`src/design/alss_pkg.sv`:
```
// types, constants and codes shared by the alignment site summarizer
`timescale 1ns / 1ps

package alss_pkg;

  localparam int STATE_W = 8;
  localparam int FREQ_W = 24;
  localparam int SUM_W = 40;
  localparam int COUNT_W = 24;
  localparam int DEF_STATE_BITS = 8;
  localparam int DEF_TABLE_DEPTH = 256;
  localparam int QUEUE_DEPTH = 4;
  localparam int QA_W = $clog2(QUEUE_DEPTH);
  localparam int CFG_IDX_W = 1;
  localparam int CFG_DATA_W = 1;

  localparam logic OP_STATE = 1'b0;
  localparam logic OP_QUERY = 1'b1;

  localparam logic [CFG_IDX_W-1:0] CFG_KEEP_CONST = 1'b0;
  localparam logic [CFG_IDX_W-1:0] CFG_KEEP_BORING = 1'b1;

  typedef struct packed {
    logic               op;
    logic [STATE_W-1:0] state_value;
    logic               last_of_site;
    logic               site_is_const;
    logic [FREQ_W-1:0]  site_frequency;
  } in_item_t;

  typedef struct packed {
    logic                is_query_reply;
    logic                site_kept;
    logic [COUNT_W-1:0]  site_index;
    logic [STATE_W-1:0]  site_min;
    logic [STATE_W-1:0]  site_max;
    logic [SUM_W-1:0]    total_frequency;
    logic [SUM_W-1:0]    total_nonconst_frequency;
    logic [STATE_W-1:0]  overall_min;
    logic [STATE_W-1:0]  overall_max;
    logic [COUNT_W-1:0]  kept_count;
    logic [SUM_W-1:0]    const_sum;
  } out_item_t;

  // one classified piece of work for the back end
  typedef struct packed {
    logic               is_query;
    logic [STATE_W-1:0] lo;
    logic [STATE_W-1:0] hi;
    logic               is_const;
    logic [FREQ_W-1:0]  freq;
  } job_t;

  typedef struct packed {
    logic full;
    logic empty;
  } queue_stat_t;

  typedef struct packed {
    logic keep_const;
    logic keep_boring;
  } cfg_t;

endpackage

```
`src/design/alss_queue.sv`:
```
// short queue of classified work between front and back end
`timescale 1ns / 1ps

module alss_queue (
  input  logic                  clk,
  input  logic                  rst,
  input  logic                  push,
  input  alss_pkg::job_t        push_job,
  input  logic                  pop,
  output alss_pkg::job_t        head,
  output alss_pkg::queue_stat_t q_stat
);
  import alss_pkg::*;

  job_t            slots [QUEUE_DEPTH];
  logic [QA_W-1:0] wr_ptr;
  logic [QA_W-1:0] rd_ptr;
  logic [QA_W:0]   count;

  assign head = slots[rd_ptr];
  assign q_stat.full = (count == (QA_W+1)'(QUEUE_DEPTH));
  assign q_stat.empty = (count == '0);

  always_ff @(posedge clk) begin
    if (push) begin
      slots[wr_ptr] <= push_job;
    end
  end

  always_ff @(posedge clk) begin
    if (rst) begin
      wr_ptr <= '0;
      rd_ptr <= '0;
      count <= '0;
    end else begin
      if (push) begin
        wr_ptr <= wr_ptr + 1'b1;
      end
      if (pop) begin
        rd_ptr <= rd_ptr + 1'b1;
      end
      if (push && !pop) begin
        count <= count + 1'b1;
      end else if (pop && !push) begin
        count <= count - 1'b1;
      end
    end
  end

`ifndef SYNTHESIS
  a_no_overflow: assert property (@(posedge clk) disable iff (rst) !(push && q_stat.full))
    else $error("queue written while full");
  a_no_underflow: assert property (@(posedge clk) disable iff (rst) !(pop && q_stat.empty))
    else $error("queue read while empty");
`endif

endmodule

```
`config.mk`:
```
export PLATFORM = sky130hd
export DESIGN_NAME = alss_queue
export DESIGN_NICKNAME = d
export VERILOG_FILES = /design/src/design/alss_pkg.sv /design/src/design/alss_queue.sv
export SDC_FILE = /design/constraint.sdc
export NUM_CORES = 1
export LEC_CHECK = 0
export BUFFER_PORTS_ARGS = -buffer_cell sky130_fd_sc_hd__buf_2
export CORE_ASPECT_RATIO = 0.5
export CORE_MARGIN = 1.5
export CORE_UTILIZATION = 57
export CTS_BUF_LIST = sky130_fd_sc_hd__clkbuf_8 sky130_fd_sc_hd__clkbuf_16
export CTS_CLUSTER_SIZE = 40
export DETAILED_ROUTE_END_ITERATION = 6
export PLACE_DENSITY = 0.81
export SETUP_SLACK_MARGIN = 0.2
export SLEW_MARGIN = 10
export SYNTH_ARGS = -nofsm -noshare
export SYNTH_HDL_FRONTEND = slang
export SYNTH_SLANG_ARGS = --single-unit
```
`constraint.sdc`:
```
create_clock -name clk -period 2.81 [get_ports clk]
set_clock_uncertainty 0.05 [all_clocks]
set_input_delay 0.1405 -clock clk [delete_from_list [all_inputs] [get_ports clk]]
set_output_delay 0.1405 -clock clk [all_outputs]
set_load 0.01 [all_outputs]
```
* Word level (Yosys, flattened, before mapping)
Memories as Yosys holds them, arrays and structs flattened. A register that Yosys moved wholly into a read port is not among the register bits.
Cells that the tools add are included.
** Storage, ports and cells
- Word-level logic and storage cells :: 21
- Flip-flop bits (word level) :: 7
- Memories kept :: 1
- Input bits :: 46
- Output and inout bits :: 44
- RAM bits :: 168
** Cells by class
- Muxes and demuxes :: 6
- Add/subtract/negate cells :: 4
- Equality and inequality tests :: 1
- Reductions and logical operators :: 6
** Memories
- slots :: depth 4, bits a word 42, read ports 1, clocked after memory_dff 1, wr ports 1, RTL line alss_queue.sv:15 : job_t slots [QUEUE_DEPTH];
** Operators with widths (count)
- 2-to-1 mux 3 bit :: 2
- adder 2 x 1 -> 2 bit (second input constant) :: 2
- 2-to-1 mux 2 bit :: 2
- adder 3 x 1 -> 3 bit (second input constant) :: 1
- == test 3 bit (second input constant) :: 1
- logical NOT 3 bit :: 1
- subtractor 3 x 1 -> 3 bit (second input constant) :: 1
- logical AND 1 bit :: 2
- logical NOT 1 bit :: 2
- 2-to-1 mux 1 bit :: 2
- nonzero test 2 bit :: 1

* Logic depth before layout (Yosys ltp)
- Depth in word-level cells :: 4
- Mapped depth :: 7
- Mapped depth without buffers :: 7

* Least setup slack after synthesis
Ideal clock, no wire load.
- Path kind :: flip-flop to flip-flop
- From :: reg wr_ptr[0]
- To :: mem slots[2][0] (netlist name) (enable)
- Slack :: 0.801 ns
- Buffers on the path :: 0
- Cell stages (with the launch flop) :: 4
- Clock period less this slack :: 2.009 ns
- Required time :: 2.357 ns
- Library setup time :: 0.403 ns
- Arrival :: 1.555 ns
- Path through :: dfxtp_1 > inv_1 > ha_1 > and2_1
** RTL lines
- start: declaration :: RTL line alss_queue.sv:16 : logic [QA_W-1:0] wr_ptr;
- start signal: assignment :: RTL line alss_queue.sv:37 : wr_ptr <= wr_ptr + 1'b1;
- end: declaration :: RTL line alss_queue.sv:15
Straight into the memory's write port.

==> flow_summary.json <==
{
  "core_region_area_um2": 11100,
  "critPathTopFamily": "flip-flops",
  "multiInputGateArea_um2": 1190,
  "ys_top_cells_by_count": "edfxtp_1 (168), mux4_2 (40), dfxtp_1 (9)",
  "crit_path_end_kind": "primary output",
  "regArea_um2": 5230,
  "synth.distinct_cells": 22,
  "synth.ff_latch_count": 177,
  "p_sw_mw": 1.33,
  "wl_per_cell_um": 20.8,
  "seqPwrFrac_pct": 53.6,
  "cp_max_fo": 25,
  "io_pins": 90,
  "fp.dieArea_um2": 12200,
  "swShare_pct": 22.9,
  "total_power_mw": 5.78,
  "grt_usage_pct": 21.1,
  "yosys.area.top_type": "edfxtp_1",
  "yosysWarnings": 0,
  "period_share_pct": 78.4,
  "grt_pass1_vias": 3441,
  "critPathLaunchType": "flop",
  "worstPathCellList": "buf_12 -> mux4_2 -> buf_2",
  "die_w_um": 155,
  "synth_most_common_cell": "edfxtp_1",
  "maxUsedRoutingLayer": "met4",
  "synth_edf_count": 168,
  "min_path_type": "primary input to flop",
  "synthFlopType": "edfxtp_1",
  "synth-async-reset-ratio_pct": 0,
  "cts_setup_buffers": 0,
  "syn_area_per_cell_um2": 24.8,
  "numCtsBuffers": 17,
  "final_layout_size_suffix_gt1_share_pct": 40.8,
  "synth_top_area_share_pct": 77.1,
  "port_buffers": 89,
  "grt_max_degree": 26,
  "setup_violations": 0,
  "cts-root-buf": "clkbuf_16",
  "dr_wl_met3_um": 559,
  "cts_tree": "built",
  "dr.first_iter.drc_count": 138,
  "wl_met2_um": 6240,
  "drt_first_pass_iters": 4,
  "synth_cells": 264,
  "htreeDepth": 4,
  "place.gp.congestion": 0.736,
  "via_per_inst": 5.51,
  "grt_first_pass_wirelength_um": 18500,
  "ir_worst_vdd_uv": 434,
  "worst_pin_slew_ns": 0.645,
  "vias": 3170,
  "max_clock_freq_mhz": 454,
  "max_slew_margin_pct": 57.0,
  "routed_wl_um": 12000,
  "synth_area_leaders": "edfxtp_1 (77%), mux4_2 (14%), dfxtp_1 (2.8%)",
  "slowest_stage": "dfxtp_4",
  "p_int_mw": 4.45,
  "outcome": "finished, final reports clean",
  "power.density_nw_per_um2": 712,
  "initial_core_util_pct": 59.0,
  "grt_setup_unrepaired": "no",
  "netlist_area_um2": 6540,
  "syn-num-nets": 316,
  "yosysSeqAreaShare_pct": 79.9,
  "crit_required_ns": 2.62,
  "insertion_delay_ns": 0.41,
  "syn_to_final_growth_pct": 24.1,
  "p_comb_share_pct": 10.3,
  "hold_viol_final": 0,
  "wl_met1_um": 4970,
  "min_period_ns": 2.20,
  "nNetsFinal": 468,
  "cts.sinks": 177,
  "cts.path.max_buffers": 2,
  "report.final.slew_viol_count": 0,
  "clk_pin_slew_ns": 0.06,
  "antenna_found_initial": 1,
  "tns_ns": 0,
  "slowest_delay_ns": 0.58,
  "num_rows": 27,
  "n_fill_cell": 653,
  "overflow": 0,
  "dp_hpwl_um": 7170,
  "hold_ws_ns": 0.0366,
  "drc": 0,
  "cp.arrival_ns": 2.01,
  "max_cap_violations": 0,
  "die_h_um": 78.8,
  "critical_path_class": "flop to primary output",
  "leakage_nw": 2.83,
  "clkPwrFrac_pct": 36.1,
  "ant_nets": 0,
  "path_buf_inv": 2
}
worst register-to-register path, stage by stage, from the launching register on:
cell	delay, ns
dfxtp_1	0.35
inv_1	0.10
ha_1	0.15
and2_2	0.34
buf_4	0.36
logic make-up after synthesis:
kind of cell,after synthesis,synth area share [%]
adders and majority gates,6,1.26
buffers and inverters,15,2.05
AOI/OAI and AO/OA,2,0.153
muxes,44,14.9
DFF,177,79.9
and+or+nand+nor,15,1.13
xor gates and xnor gates,5,0.669
routing by layer:
| layer | vias up | track usage (%) |
|---|---|---|
| met2 | 102 | 36.3 |
| li1 | 1407 | - |
| met5 | - | 0 |
| met1 | 1642 | 27.2 |
| met3 | 19 | 4.53 |
| met4 | 0 | 8.37 |
flip-flops by register name, summed over array words and instances, names as in the netlist, named ones only:
signal  count
count       3
rd_ptr      2
wr_ptr      2
slots     168
final timing paths:
check | from | end | slack (ns) | depth (start not counted)
hold reg to reg | rd_ptr[0]$_SDFFE_PP0P_ | rd_ptr[0]$_SDFFE_PP0P_ | 0.50 | 2
setup reg to reg | wr_ptr[0]$_SDFFE_PP0P_ | slots[0][26]$_DFFE_PP_ | 1.12 | 4
hold / removal | push | wr_ptr[0]$_SDFFE_PP0P_ | 0.04 | 3
setup / recovery | flop | head[9] | 0.61 | 3
power groups by stage:
stage | registers [mW] | logic, mW | clock network, mW
5_1_grt | 3.11 | 0.638 | 2.21
6_report | 3.10 | 0.596 | 2.09
3_3_place_gp | 3.14 | 0.526 | 0
4_1_cts | 3.10 | 0.602 | 2.10
2_1_floorplan | 3.11 | 0.368 | 0
3_5_place_dp | 3.15 | 0.550 | 0
area by class of cell:
class | instances | share of cell area [%]
well taps | 145 | 2.23
diodes | 1 | 0.0308
inverters | 4 | 0.185
multi-input cells | 72 | 14.6
clock buffers | 17 | 5.24
clock inverters | 15 | 1.19
repair buffers | 144 | 12.1
flip-flops and latches | 177 | 64.4
timing repair:
item / 4_1_cts / 5_1_grt
hold endpoints to repair: 177 / 0
hold buffers: 44 / 0
gates resized for setup: 0 / 0
metrics by stage:
stage	setup slack (ns)	util [%]	instances	instance area, um2
6_report	0.608	73.3	575	8120
5_1_grt	0.486	73.3	575	8120
4_1_cts	0.558	73.3	574	8120
3_5_place_dp	0.999	64.6	498	7160
3_3_place_gp	1.03	64.6	498	7160
2_1_floorplan	0.801	-	264	6540
cells in the final DEF, fill, tap and decap left out:
cell	n
inv_6	2
clkinvlp_4	4
clkinv_2	4
dlygate4sd3_1	44
clkbuf_16	17
mux2i_1	2
xnor2_1	2
dfxtp_2	1
buf_4	10
buf_12	1
ha_1	5
clkinv_1	2
nand2_1	1
o21ai_0	1
and2_2	4
inv_1	5
nor2_1	7
a21oi_1	1
clkinv_4	2
edfxtp_1	168
mux4_2	40
buf_2	89
diode_2	1
dfxtp_1	7
mux4_1	2
nor3b_1	1
fa_1	1
nor3_1	1
xor2_1	3
or3_1	1
dfxtp_4	1
No activity file was read; power rests on OpenSTA's default activity.
