[config.mk]
export PLATFORM = sky130hd
export DESIGN_NAME = alss_front
export DESIGN_NICKNAME = d
export VERILOG_FILES = /design/src/design/alss_pkg.sv /design/src/design/alss_front.sv
export SDC_FILE = /design/constraint.sdc
export NUM_CORES = 1
export LEC_CHECK = 0
export ABC_CLOCK_PERIOD_IN_PS = 2750
export BUFFER_PORTS_ARGS = -buffer_cell sky130_fd_sc_hd__buf_2
export CAP_MARGIN = 10
export CORE_ASPECT_RATIO = 1.2
export CORE_MARGIN = 1
export CORE_UTILIZATION = 38
export DETAILED_ROUTE_END_ITERATION = 8
export GPL_TIMING_DRIVEN = 1
export PLACE_DENSITY = 0.71
export SETUP_SLACK_MARGIN = 0.15
export SLEW_MARGIN = 40
export SYNTH_ARGS = -nofsm -noshare
export SYNTH_HDL_FRONTEND = slang
export SYNTH_SLANG_ARGS = --single-unit
[constraint.sdc]
create_clock -name clk -period 2.75 [get_ports clk]
set_input_delay 0.1375 -clock clk [delete_from_list [all_inputs] [get_ports clk]]
set_output_delay 0.1375 -clock clk [all_outputs]
set_load 0.01 [all_outputs]
[src/design/alss_pkg.sv]
// types, constants and codes shared by the alignment site summarizer
`timescale 1ns / 1ps

package alss_pkg;

  localparam int STATE_W = 8;
  localparam int FREQ_W = 24;
  localparam int SUM_W = 40;
  localparam int COUNT_W = 24;
  localparam int DEF_STATE_BITS = 8;
  localparam int DEF_TABLE_DEPTH = 256;
  localparam int QUEUE_DEPTH = 4;
  localparam int QA_W = $clog2(QUEUE_DEPTH);
  localparam int CFG_IDX_W = 1;
  localparam int CFG_DATA_W = 1;

  localparam logic OP_STATE = 1'b0;
  localparam logic OP_QUERY = 1'b1;

  localparam logic [CFG_IDX_W-1:0] CFG_KEEP_CONST = 1'b0;
  localparam logic [CFG_IDX_W-1:0] CFG_KEEP_BORING = 1'b1;

  typedef struct packed {
    logic               op;
    logic [STATE_W-1:0] state_value;
    logic               last_of_site;
    logic               site_is_const;
    logic [FREQ_W-1:0]  site_frequency;
  } in_item_t;

  typedef struct packed {
    logic                is_query_reply;
    logic                site_kept;
    logic [COUNT_W-1:0]  site_index;
    logic [STATE_W-1:0]  site_min;
    logic [STATE_W-1:0]  site_max;
    logic [SUM_W-1:0]    total_frequency;
    logic [SUM_W-1:0]    total_nonconst_frequency;
    logic [STATE_W-1:0]  overall_min;
    logic [STATE_W-1:0]  overall_max;
    logic [COUNT_W-1:0]  kept_count;
    logic [SUM_W-1:0]    const_sum;
  } out_item_t;

  // one classified piece of work for the back end
  typedef struct packed {
    logic               is_query;
    logic [STATE_W-1:0] lo;
    logic [STATE_W-1:0] hi;
    logic               is_const;
    logic [FREQ_W-1:0]  freq;
  } job_t;

  typedef struct packed {
    logic full;
    logic empty;
  } queue_stat_t;

  typedef struct packed {
    logic keep_const;
    logic keep_boring;
  } cfg_t;

endpackage

[src/design/alss_front.sv]
// front end: accepts items, folds per-site minimum and maximum, queues finished work
`timescale 1ns / 1ps

module alss_front #(
  parameter int STATE_BITS = alss_pkg::DEF_STATE_BITS
) (
  input  logic                  clk,
  input  logic                  rst,
  input  logic                  in_valid,
  output logic                  in_ready,
  input  alss_pkg::in_item_t    in_item,
  input  logic                  hold,
  input  alss_pkg::queue_stat_t q_stat,
  output logic                  push,
  output alss_pkg::job_t        push_job
);
  import alss_pkg::*;

  localparam int SB = (STATE_BITS < STATE_W) ? STATE_BITS : STATE_W;

  logic               in_site;
  logic [STATE_W-1:0] cur_min;
  logic [STATE_W-1:0] cur_max;
  logic [STATE_W-1:0] st;
  logic [STATE_W-1:0] fold_min;
  logic [STATE_W-1:0] fold_max;
  logic               accept;
  logic               is_query;

  assign in_ready = !q_stat.full && !hold;
  assign accept = in_valid && in_ready;
  assign is_query = (in_item.op == OP_QUERY);
  assign st = STATE_W'(in_item.state_value[SB-1:0]);

  always_comb begin
    fold_min = st;
    fold_max = st;
    if (in_site) begin
      fold_min = (st < cur_min) ? st : cur_min;
      fold_max = (st > cur_max) ? st : cur_max;
    end
  end

  always_ff @(posedge clk) begin
    if (rst) begin
      in_site <= 1'b0;
    end else if (accept && !is_query) begin
      in_site <= !in_item.last_of_site;
    end
  end

  always_ff @(posedge clk) begin
    if (accept && !is_query) begin
      cur_min <= fold_min;
      cur_max <= fold_max;
    end
  end

  assign push = accept && (is_query || in_item.last_of_site);

  always_comb begin
    push_job.is_query = is_query;
    push_job.lo = is_query ? st : fold_min;
    push_job.hi = fold_max;
    push_job.is_const = in_item.site_is_const;
    push_job.freq = in_item.site_frequency;
  end

endmodule

After elaboration in Yosys (flattened, before gate mapping):

Cells that the tools add are included.

* bits in registers: 17
* input port bits: 41
* word-level logic and storage cells: 19
* output and inout bits: 44

* muxes and demuxes: 5
* order comparisons: 2
* reductions and logical operators: 9

Operator list (number)
* 8-bit 2-to-1 mux: 5
* 8-bit greater-than comparator: 1
* 8-bit < comparator: 1
* 1-bit logical AND: 4
* 1-bit logical NOT: 4
* 1-bit logical OR: 1

Depth between registers and ports, before layout:

Gate-level depths: netlist (run 1).

* word-level depth: 4
* gate-level depth with buffers: 8
* mapped depth without buffers: 7

Worst setup path before layout (run 1):

No wires, ideal clock.

* path type: reg2reg
* start: reg cur_min[6]
* end: reg cur_min[0], data pin
* arrival: 1768 ps
* cell stages (with the launch flop): 7
* setup slack: 722 ps
* clock period less this slack: 2028 ps
* library setup time: 260 ps
* required time: 2490 ps
* path buffers: 0
* cells stage by stage: edfxtp_1 -> inv_1 -> ha_1 -> and3_1 -> a221oi_1 -> o32a_4 -> mux2_2

* longest elaborated chain between the ends: 3

Ends and longest elaborated chain
* start, declared: line alss_front.sv:22 `logic [STATE_W-1:0] cur_min;`
* start signal, assigned: line alss_front.sv:54 `cur_min <= fold_min;`
* 8-bit < comparator: line alss_front.sv:39 `fold_min = (st < cur_min) ? st : cur_min;`
* 8-bit 2-to-1 mux: line alss_front.sv:39
* 8-bit 2-to-1 mux: line alss_front.sv:38 `if (in_site) begin`
* named net fold_min[0]: line alss_front.sv:25 `logic [STATE_W-1:0] fold_min;`

The timed path passes the listed nets, and every way through them passes these cells.
A chain may end at the register's enable or synchronous reset.

==> impl_metrics.py, run 1 <==
metrics = {
    "worst_setup_path": {
        "cp-start-kind": "flop",
        "critPathCaptureType": "primary output",
        "path_max_fanout": 8,
        "r2r_cells": 7,
        "crit_type": "reg2out",
        "critPathLaunch": "cur_min[7]",
        "rrSetupSlack_ns": 0.52,
        "r2r-start": "cur_min[7]",
        "crit_required_ns": 2.61,
        "arrival_ns": 2.35,
        "r2r_end": "cur_min[0]",
        "crit_end": "push_job[38]",
    },
    "timing": {
        "rsz0062_at_grt": "no",
        "worst_pin_slew_ns": 0.654,
        "finalSetupTns_ns": 0,
        "layout_min_cycle_time_ns": 2.49,
        "fmax_mhz": 401,
        "fin_skew_ns": 0.00613,
        "drv_slew": 0,
        "setup_viol": 0,
        "hold_viol": 0,
        "slew_headroom": 0.563,
        "fin_crit_sh": 0.906,
    },
    "power": {
        "power_frac_comb": 0.192,
        "power.share.sequential": 0.490,
        "pwr-share-clk": 0.318,
        "p_int_mw": 0.446,
        "p_leak_nw": 0.740,
        "swShare": 0.252,
        "vdd_drop_max_mv": 0.193,
        "power.density_mw_per_mm2": 378,
        "power_switching_mw": 0.150,
    },
    "cts": {
        "cts.sinks": 17,
        "insertion_delay_ns": 0.25,
        "cts_root_buf": "clkbuf_8",
        "htreeDepth": 1,
        "cts_tree": "yes",
        "clkSlewWorstSetupHoldPaths_ns": 0.07,
        "cts_buffers": 3,
        "clockBufferDepth": 2,
    },
    "logic_synthesis": {
        "synth_edf_count": 16,
        "synth_top_area_frac": 0.330,
        "yosys_warnings": 0,
        "ys.flop_type": "edfxtp_1",
        "syn_avg_cell_area_sq_um": 10.7,
        "synth_area_sq_mm": 0.00146,
        "yosys-top-cells-area": "edfxtp_1, buf_4, ha_1",
        "synth_cell_types": 27,
        "yosysSeqAreaShare": 0.344,
        "yosysTopAreaCell": "edfxtp_1",
        "ys_async_sr_fraction": 0,
        "synth_common_cells": "buf_4, inv_1, edfxtp_1",
        "syn-num-nets": 192,
        "synthCells": 136,
        "synth-seq-cells": 17,
        "yosysMostFrequentCell": "buf_4",
    },
    "global_routing": {
        "track_usage": 0.143,
        "grt_pass1_vias": 993,
        "grt_max_degree": 17,
        "grt_pass1_wl_um": 4460,
        "antenna_found_initial": 0,
        "grt.overflow.total": 0,
    },
    "cells_and_area": {
        "n_antenna_cell": 0,
        "area_delta_synth_final_pct": 8.25,
        "final_util": 0.434,
        "fillers": 361,
        "final_layout_size_suffix_gt1_frac": 0.420,
        "fin_nets": 207,
    },
    "routing": {
        "avgViaCountPerCell": 4.84,
        "drt_wl_total_um": 2780,
        "antenna_left": 0,
        "first_iter_violations": 26,
        "drtPass1Iterations": 4,
        "vias": 978,
        "wl_per_cell_um": 13.8,
        "drc": 0,
    },
    "worst_hold_path": {
        "min_from": "rst",
        "worstHoldPathType": "in2reg",
    },
    "floorplanning": {
        "row_count": 24,
        "coreArea_sq_mm": 0.00363,
        "initial_utilization": 0.400,
        "pin_count": 85,
        "die_y_um": 69.8,
        "die_area_sq_mm": 0.00408,
        "die_w_um": 58.5,
    },
    "flow_run": {
        "max-cap-violations": 0,
    },
    "placement": {
        "io_buffers": 33,
        "routabilityCongestion": 0.718,
        "dp_hpwl_um": 2230,
    },
    "outcome": {
        "status": "completed",
    },
}
## kinds of logic after synthesis
kind of cell | after synthesis | synth area share
multiplexers | 17 | 0.152
flip-flops | 17 | 0.344
adder cells (fa/ha/maj) | 15 | 0.129
buffers and inverters | 45 | 0.184
AO/OA/AOI/OAI | 19 | 0.107
AND/OR/NAND/NOR | 23 | 0.0843
## worst min path at each step
| stage | to | depth (start not counted) |
|---|---|---|
| 2_1_floorplan | in_site | 1 |
| 3_3_place_gp | push_job[12] | 0 |
| 3_5_place_dp | push_job[12] | 0 |
| 4_1_cts | in_site | 2 |
| 5_1_grt | in_site | 2 |
| 6_report | in_site | 2 |
## metrics by stage
step                cell area, sq um  hold slack, ns  setup slack, ns  instances  power (mW)
floorplan                       1460           0.210            0.722        136       0.403
global placement                1490           0.275            0.520        195       0.404
detailed placement              1490           0.275            0.485        195       0.410
CTS                             1540          0.0428            0.197        199       0.598
global route                    1580          0.0544            0.137        202       0.624
finish                          1580          0.0478            0.258        202       0.596
## cell type report
class	count	area (sq um)	area share
Tap cell	52	65.1	0.0413
Timing Repair Buffer	37	195	0.124
Clock buffer	3	41.3	0.0262
Multi-Input combinational cell	74	701	0.445
Clock inverter	1	5.00	0.00318
Inverter	18	67.6	0.0429
Sequential cell	17	500	0.318
## timing repair
item	CTS	global route
setup endpoints to repair	0	16
hold endpoints to repair	0	0
setup buffers	0	3
gates resized for setup	0	2
hold buffers	0	0
## worst max-delay path: stages, from the launching register on
cell and delay, ns:
edfxtp_1 0.36, inv_1 0.06, ha_1 0.30, and3_4 0.19, nand3_1 0.09, o32a_4 0.41, nor2_8 0.24, mux2_4 0.32
buf_2 0.14
## state kept, by name, summed over array words and instances, names as in the netlist
register,count
cur_max,8
cur_min,8
in_site,1
## cells in the final DEF (no fill, tap or decap), drive strengths merged, types with 2 or more instances in the layout
| cell type | instances |
|---|---|
| nand3 | 2 |
| ha | 15 |
| nor2 | 8 |
| inv | 18 |
| o21ai | 9 |
| nand2 | 8 |
| clkbuf | 3 |
| mux2 | 17 |
| edfxtp | 16 |
| a21oi | 2 |
| buf | 37 |
## metal layers
| metal | share of wire | wire length [um] | GRT usage | vias to the layer above |
|---|---|---|---|---|
| met2 | 0.52 | 1440 | 0.262 | 41 |
| met3 | 0.058 | 162 | 0.0299 | 4 |
| met4 | 0.016 | 44 | 0.0608 | 0 |
| met1 | 0.41 | 1130 | 0.152 | 452 |
| li1 | - | - | - | 481 |
| met5 | 0 | 0 | 0 | - |
## power by group through the flow
stage	clock network (mW)	logic (mW)	registers (mW)
floorplan	0	0.106	0.297
global placement	0	0.107	0.297
detailed placement	0	0.112	0.298
CTS	0.194	0.113	0.292
global route	0.205	0.127	0.292
finish	0.189	0.115	0.292
No activity file was read; power rests on OpenSTA's default activity.
==> inputs of run 2 (changes only) <==
RECOVER_POWER = 100   (was not set)
REMOVE_ABC_BUFFERS = 1   (was not set)
==> run 2 against run 1 <==
Via count is 6.6% higher. Sequential power about the same. Flip-flop and latch count unchanged. Critical path depth is the same. Clock-buffer cell count rose by 1. Setup slack worse by 0.019 ns. Power shrank 1.3%. Hold slack better by 0.0052 ns. Combinational power decreased by 3%. Utilization increased by 0.34 points. Die area stayed put.
==> impl_metrics.py, run 2 (synthesis results as in run 1) <==
metrics = {
    "routing": {
        "drt_wl_total_um": 3480,
        "wl_met3_um": 415,
        "topRoutingLayerUsed": "met3",
        "wl_per_cell_um": 16.8,
        "first_iter_violations": 37,
        "drtPass1Iterations": 4,
        "met1Wirelength_um": 1500,
        "antenna_left": 0,
        "met2_length_um": 1560,
        "vias": 1043,
        "avgViaCountPerCell": 5.04,
        "drc": 0,
    },
    "cts": {
        "cts.sinks": 17,
        "htreeDepth": 1,
        "clkSlewWorstSetupHoldPaths_ns": 0.07,
        "insertion_delay_ns": 0.25,
        "cts_root_buf": "clkbuf_8",
        "clockBufferDepth": 2,
        "cts_tree": "yes",
        "postCtsHoldBufs": 0,
        "cts_buffers": 3,
    },
    "cells_and_area": {
        "final_layout_size_suffix_gt1_frac": 0.277,
        "n_antenna_cell": 0,
        "final_common_cell": "buf_2",
        "reg_top3": "cur_max: 8 flops, cur_min: 8 flops, in_site: 1 flops",
        "final_cell_mix": "buf_2, clkbuf_1, inv_1, edfxtp_1, ha_1",
        "area_delta_synth_final_pct": 9.11,
        "final_util": 0.437,
        "fin_nets": 212,
    },
    "global_routing": {
        "antenna_found_initial": 0,
        "grt.overflow.total": 0,
        "grt_pass1_wl_um": 5250,
        "grt_max_degree": 19,
        "track_usage": 0.169,
        "grt_pass1_vias": 1006,
    },
    "worst_setup_path": {
        "arrival_ns": 2.37,
        "rrSetupSlack_ns": 0.42,
        "cp-start-kind": "flop",
        "crit_required_ns": 2.61,
        "crit_type": "reg2out",
        "critPathCaptureType": "primary output",
        "path_max_fanout": 8,
    },
    "timing": {
        "setup_viol": 0,
        "rsz0062_at_grt": "no",
        "fmax_mhz": 398,
        "fin_skew_ns": 0.00771,
        "layout_min_cycle_time_ns": 2.51,
        "drv_slew": 0,
        "slew_headroom": 0.363,
        "worst_pin_slew_ns": 0.956,
        "fin_crit_sh": 0.913,
        "hold_viol": 0,
        "finalSetupTns_ns": 0,
    },
    "power": {
        "power_switching_mw": 0.146,
        "power.share.sequential": 0.497,
        "pwr-share-clk": 0.313,
        "swShare": 0.248,
        "p_leak_nw": 0.696,
        "p_int_mw": 0.442,
        "power.density_mw_per_mm2": 370,
        "vdd_drop_max_mv": 0.284,
        "power_frac_comb": 0.189,
    },
    "floorplanning": {
        "die_y_um": 69.8,
        "die_w_um": 58.5,
        "die_area_sq_mm": 0.00408,
        "row_count": 24,
        "initial_utilization": 0.400,
        "pin_count": 85,
        "coreArea_sq_mm": 0.00363,
    },
    "worst_hold_path": {
        "worstHoldPathType": "in2reg",
    },
    "flow_run": {
        "max-cap-violations": 0,
    },
    "outcome": {
        "status": "completed",
    },
    "placement": {
        "io_buffers": 33,
        "dp_hpwl_um": 2630,
        "routabilityCongestion": 0.748,
    },
}
==> run 2: cell type report <==
type	count	area, sq um
timing repair buffer	42	204
clock buffer	4	45.0
fill	344	2050
inverter	18	67.6
sequential	17	500
multi-input combinational	74	706
tap	52	65.1
==> run 2: power by group through the flow <==
stage	combinational, mW	clock (mW)	sequential, mW
after global routing	0.124	0.200	0.293
after global placement	0.107	0	0.297
after detailed placement	0.112	0	0.298
after floorplan	0.0668	0	0.297
after CTS	0.112	0.190	0.292
final	0.111	0.184	0.292
==> run 2: repair_timing <==
item,CTS,global route
resized for setup,0,7
endpoints found under the setup margin,0,15
buffers inserted,0,8
hold endpoints to repair,0,0
==> run 2: path summary, 6_finish.rpt <==
check                           cells after the start           end  startpoint
worst max-delay path                                8  push_job[37]  cur_min[7]
worst min-delay path                                2       in_site         rst
worst max register to register                      8    cur_min[7]  cur_min[5]
worst min register to register                      2       in_site     in_site
==> run 2: layer usage <==
layer | vias to the layer above | track usage
li1 | 485 | -
met1 | 491 | 0.232
met2 | 67 | 0.220
met3 | 0 | 0.112
met4 | 0 | 0.0238
met5 | - | 0.0571
==> run 2: through the flow <==
stage                     setup WS (ns)  hold WS, ns  cell area (sq um)  power (mW)  std cells
after CTS                         0.164       0.0395               1540       0.594        199
after detailed placement          0.443        0.275               1490       0.409        195
after floorplan                   0.676        0.210               1250       0.364        109
after global routing              0.137       0.0564               1590       0.616        207
after global placement            0.535        0.275               1490       0.404        195
final                             0.239       0.0530               1590       0.588        207
==> run 2: critical path, cell delays in order, from the launching register on <==
cell and delay, ns:
edfxtp_1 0.37, inv_2 0.06, ha_4 0.26, and3_1 0.17, nand3_1 0.11, o32a_4 0.45
nor2_8 0.22, mux2_1 0.34, buf_2 0.14
==> inputs of run 3 (changes only) <==
CAP_MARGIN = not set   (was 10)
GPL_TIMING_DRIVEN = 0   (was 1)
HOLD_SLACK_MARGIN = 0.12   (was not set)
==> run 3 against run 2 <==
Critical path depth is the same. Sequential share of layout area grew 0.84 points. Utilization shrank 1.1 points. Global-route usage shrank 0.47 points. Register-to-register slack gained 0.03 ns. Flip-flop and latch count is the same. Combinational power is essentially flat. Wire length shrank 3.2%. Hold slack gained 0.20 ns. Power shrank 0.35%. Sequential power is essentially flat.
==> impl_metrics.py, run 3 (synthesis results as in run 1) <==
metrics = {
    "global_routing": {
        "antenna_found_initial": 0,
        "track_usage": 0.164,
        "grt_max_degree": 19,
        "grt_pass1_wl_um": 5000,
        "grt_pass1_vias": 1019,
        "grt.overflow.total": 0,
    },
    "cts": {
        "cts_root_buf": "clkbuf_8",
        "cts_buffers": 3,
        "clockBufferDepth": 2,
        "clkSlewWorstSetupHoldPaths_ns": 0.06,
        "htreeDepth": 1,
        "cts_tree": "yes",
        "insertion_delay_ns": 0.25,
        "cts.sinks": 17,
    },
    "floorplanning": {
        "initial_utilization": 0.400,
        "pin_count": 85,
        "die_w_um": 58.5,
        "row_count": 24,
        "coreArea_sq_mm": 0.00363,
        "die_y_um": 69.8,
        "die_area_sq_mm": 0.00408,
    },
    "routing": {
        "drc": 0,
        "antenna_left": 0,
        "drt_wl_total_um": 3370,
        "avgViaCountPerCell": 5.01,
        "drtPass1Iterations": 4,
        "first_iter_violations": 16,
        "wl_per_cell_um": 16.4,
        "vias": 1028,
    },
    "placement": {
        "dp_hpwl_um": 2590,
        "routabilityCongestion": 0.756,
        "io_buffers": 33,
    },
    "worst_setup_path": {
        "r2r_end": "cur_min[0]",
        "arrival_ns": 2.44,
        "crit_end": "push_job[37]",
        "rrSetupSlack_ns": 0.45,
        "r2r-start": "cur_min[7]",
        "r2r_cells": 7,
        "crit_required_ns": 2.61,
        "critPathCaptureType": "primary output",
        "critPathLaunch": "cur_min[7]",
        "cp-start-kind": "flop",
        "crit_type": "reg2out",
        "path_max_fanout": 8,
    },
    "power": {
        "power.density_mw_per_mm2": 379,
        "vdd_drop_max_mv": 0.302,
        "p_leak_nw": 0.687,
    },
    "cells_and_area": {
        "area_delta_synth_final_pct": 6.28,
        "reg_top3": "cur_max: 8 flops, cur_min: 8 flops, in_site: 1 flops",
        "n_antenna_cell": 0,
        "fin_nets": 210,
        "final_cell_mix": "buf_2, inv_1, edfxtp_1",
        "final_common_cell": "buf_2",
        "final_layout_size_suffix_gt1_frac": 0.255,
    },
    "timing": {
        "finalSetupTns_ns": 0,
        "drv_slew": 0,
        "hold_viol": 0,
        "fin_crit_sh": 0.936,
        "worst_pin_slew_ns": 1.38,
        "slew_headroom": 0.0784,
        "setup_viol": 0,
        "fin_skew_ns": 0.00237,
        "rsz0062_at_grt": "no",
        "fmax_mhz": 388,
        "holdWs_ns": 0.249,
        "layout_min_cycle_time_ns": 2.57,
    },
    "outcome": {
        "status": "completed",
    },
    "worst_hold_path": {
        "worstHoldPathType": "in2reg",
    },
    "flow_run": {
        "max-cap-violations": 0,
    },
}
[run 3: cell types whose count changed in the layout (fill, tap and decap cells not counted), moves of 2 or more]
cell	delta
inv_1	+2
mux2_4	+2
ha_1	+2
dlygate4sd3_1	+2
ha_4	-2
clkbuf_1	-3
buf_4	-3
inv_2	-2
buf_2	+3
[run 3: worst min-delay path by stage]
| stage | start | to | slack, ns | depth (start not counted) |
|---|---|---|---|---|
| 2_1_floorplan | rst | in_site | 0.21 | 1 |
| 3_3_place_gp | in_item[16] | push_job[16] | 0.28 | 0 |
| 3_5_place_dp | in_item[16] | push_job[16] | 0.28 | 0 |
| 4_1_cts | in_item[29] | cur_min[3] | 0.24 | 3 |
| 5_1_grt | in_item[9] | push_job[9] | 0.28 | 0 |
| 6_report | in_item[28] | cur_min[2] | 0.25 | 3 |
[run 3: final cells by class]
type	instances	area [sq um]
Clock buffer	4	45.0
Tap cell	52	65.1
Multi-Input combinational cell	74	671
Timing Repair Buffer	40	198
Fill cell	360	2090
Sequential cell	17	500
Inverter	18	67.6
[run 3: per-layer routing]
metal	share of wire	wire, um	GRT usage
met2	0.45	1500	0.222
met4	0.0080	27	0.0476
met5	0	0	0.0571
met1	0.42	1430	0.209
met3	0.12	412	0.104
[run 3: report_power, final]
group / total [mW] / internal, mW / switching [mW]
registers: 0.292 / 0.290 / 0.00244
logic: 0.108 / 0.0501 / 0.0581
clock network: 0.185 / 0.103 / 0.0824
[run 3: worst max-delay path, cell delays in order, from the launching register on]
cell and delay (ns):
edfxtp_1 0.37, inv_1 0.07, ha_1 0.28, and3_1 0.17, nand3_1 0.09, o32a_4 0.42
nor2_4 0.29, mux2_1 0.36, buf_2 0.14
[run 3: timing repair]
action                     4_1_cts  5_1_grt
setup endpoints to repair        0        8
resized for setup                0        0
setup buffers                    0        5
hold endpoints to repair         1        0
hold buffers                     2        0
[run 3: through the flow]
| step | worst slack (ns) | std cells | total power [mW] | area [sq um] | utilization |
|---|---|---|---|---|---|
| global placement | 0.535 | 194 | 0.404 | 1490 | 0.409 |
| global route | 0.0889 | 205 | 0.608 | 1550 | 0.426 |
| detailed placement | 0.485 | 194 | 0.409 | 1490 | 0.409 |
| floorplan | 0.676 | 109 | 0.364 | 1250 | - |
| finish | 0.175 | 205 | 0.586 | 1550 | 0.426 |
| CTS | 0.205 | 200 | 0.596 | 1550 | 0.427 |
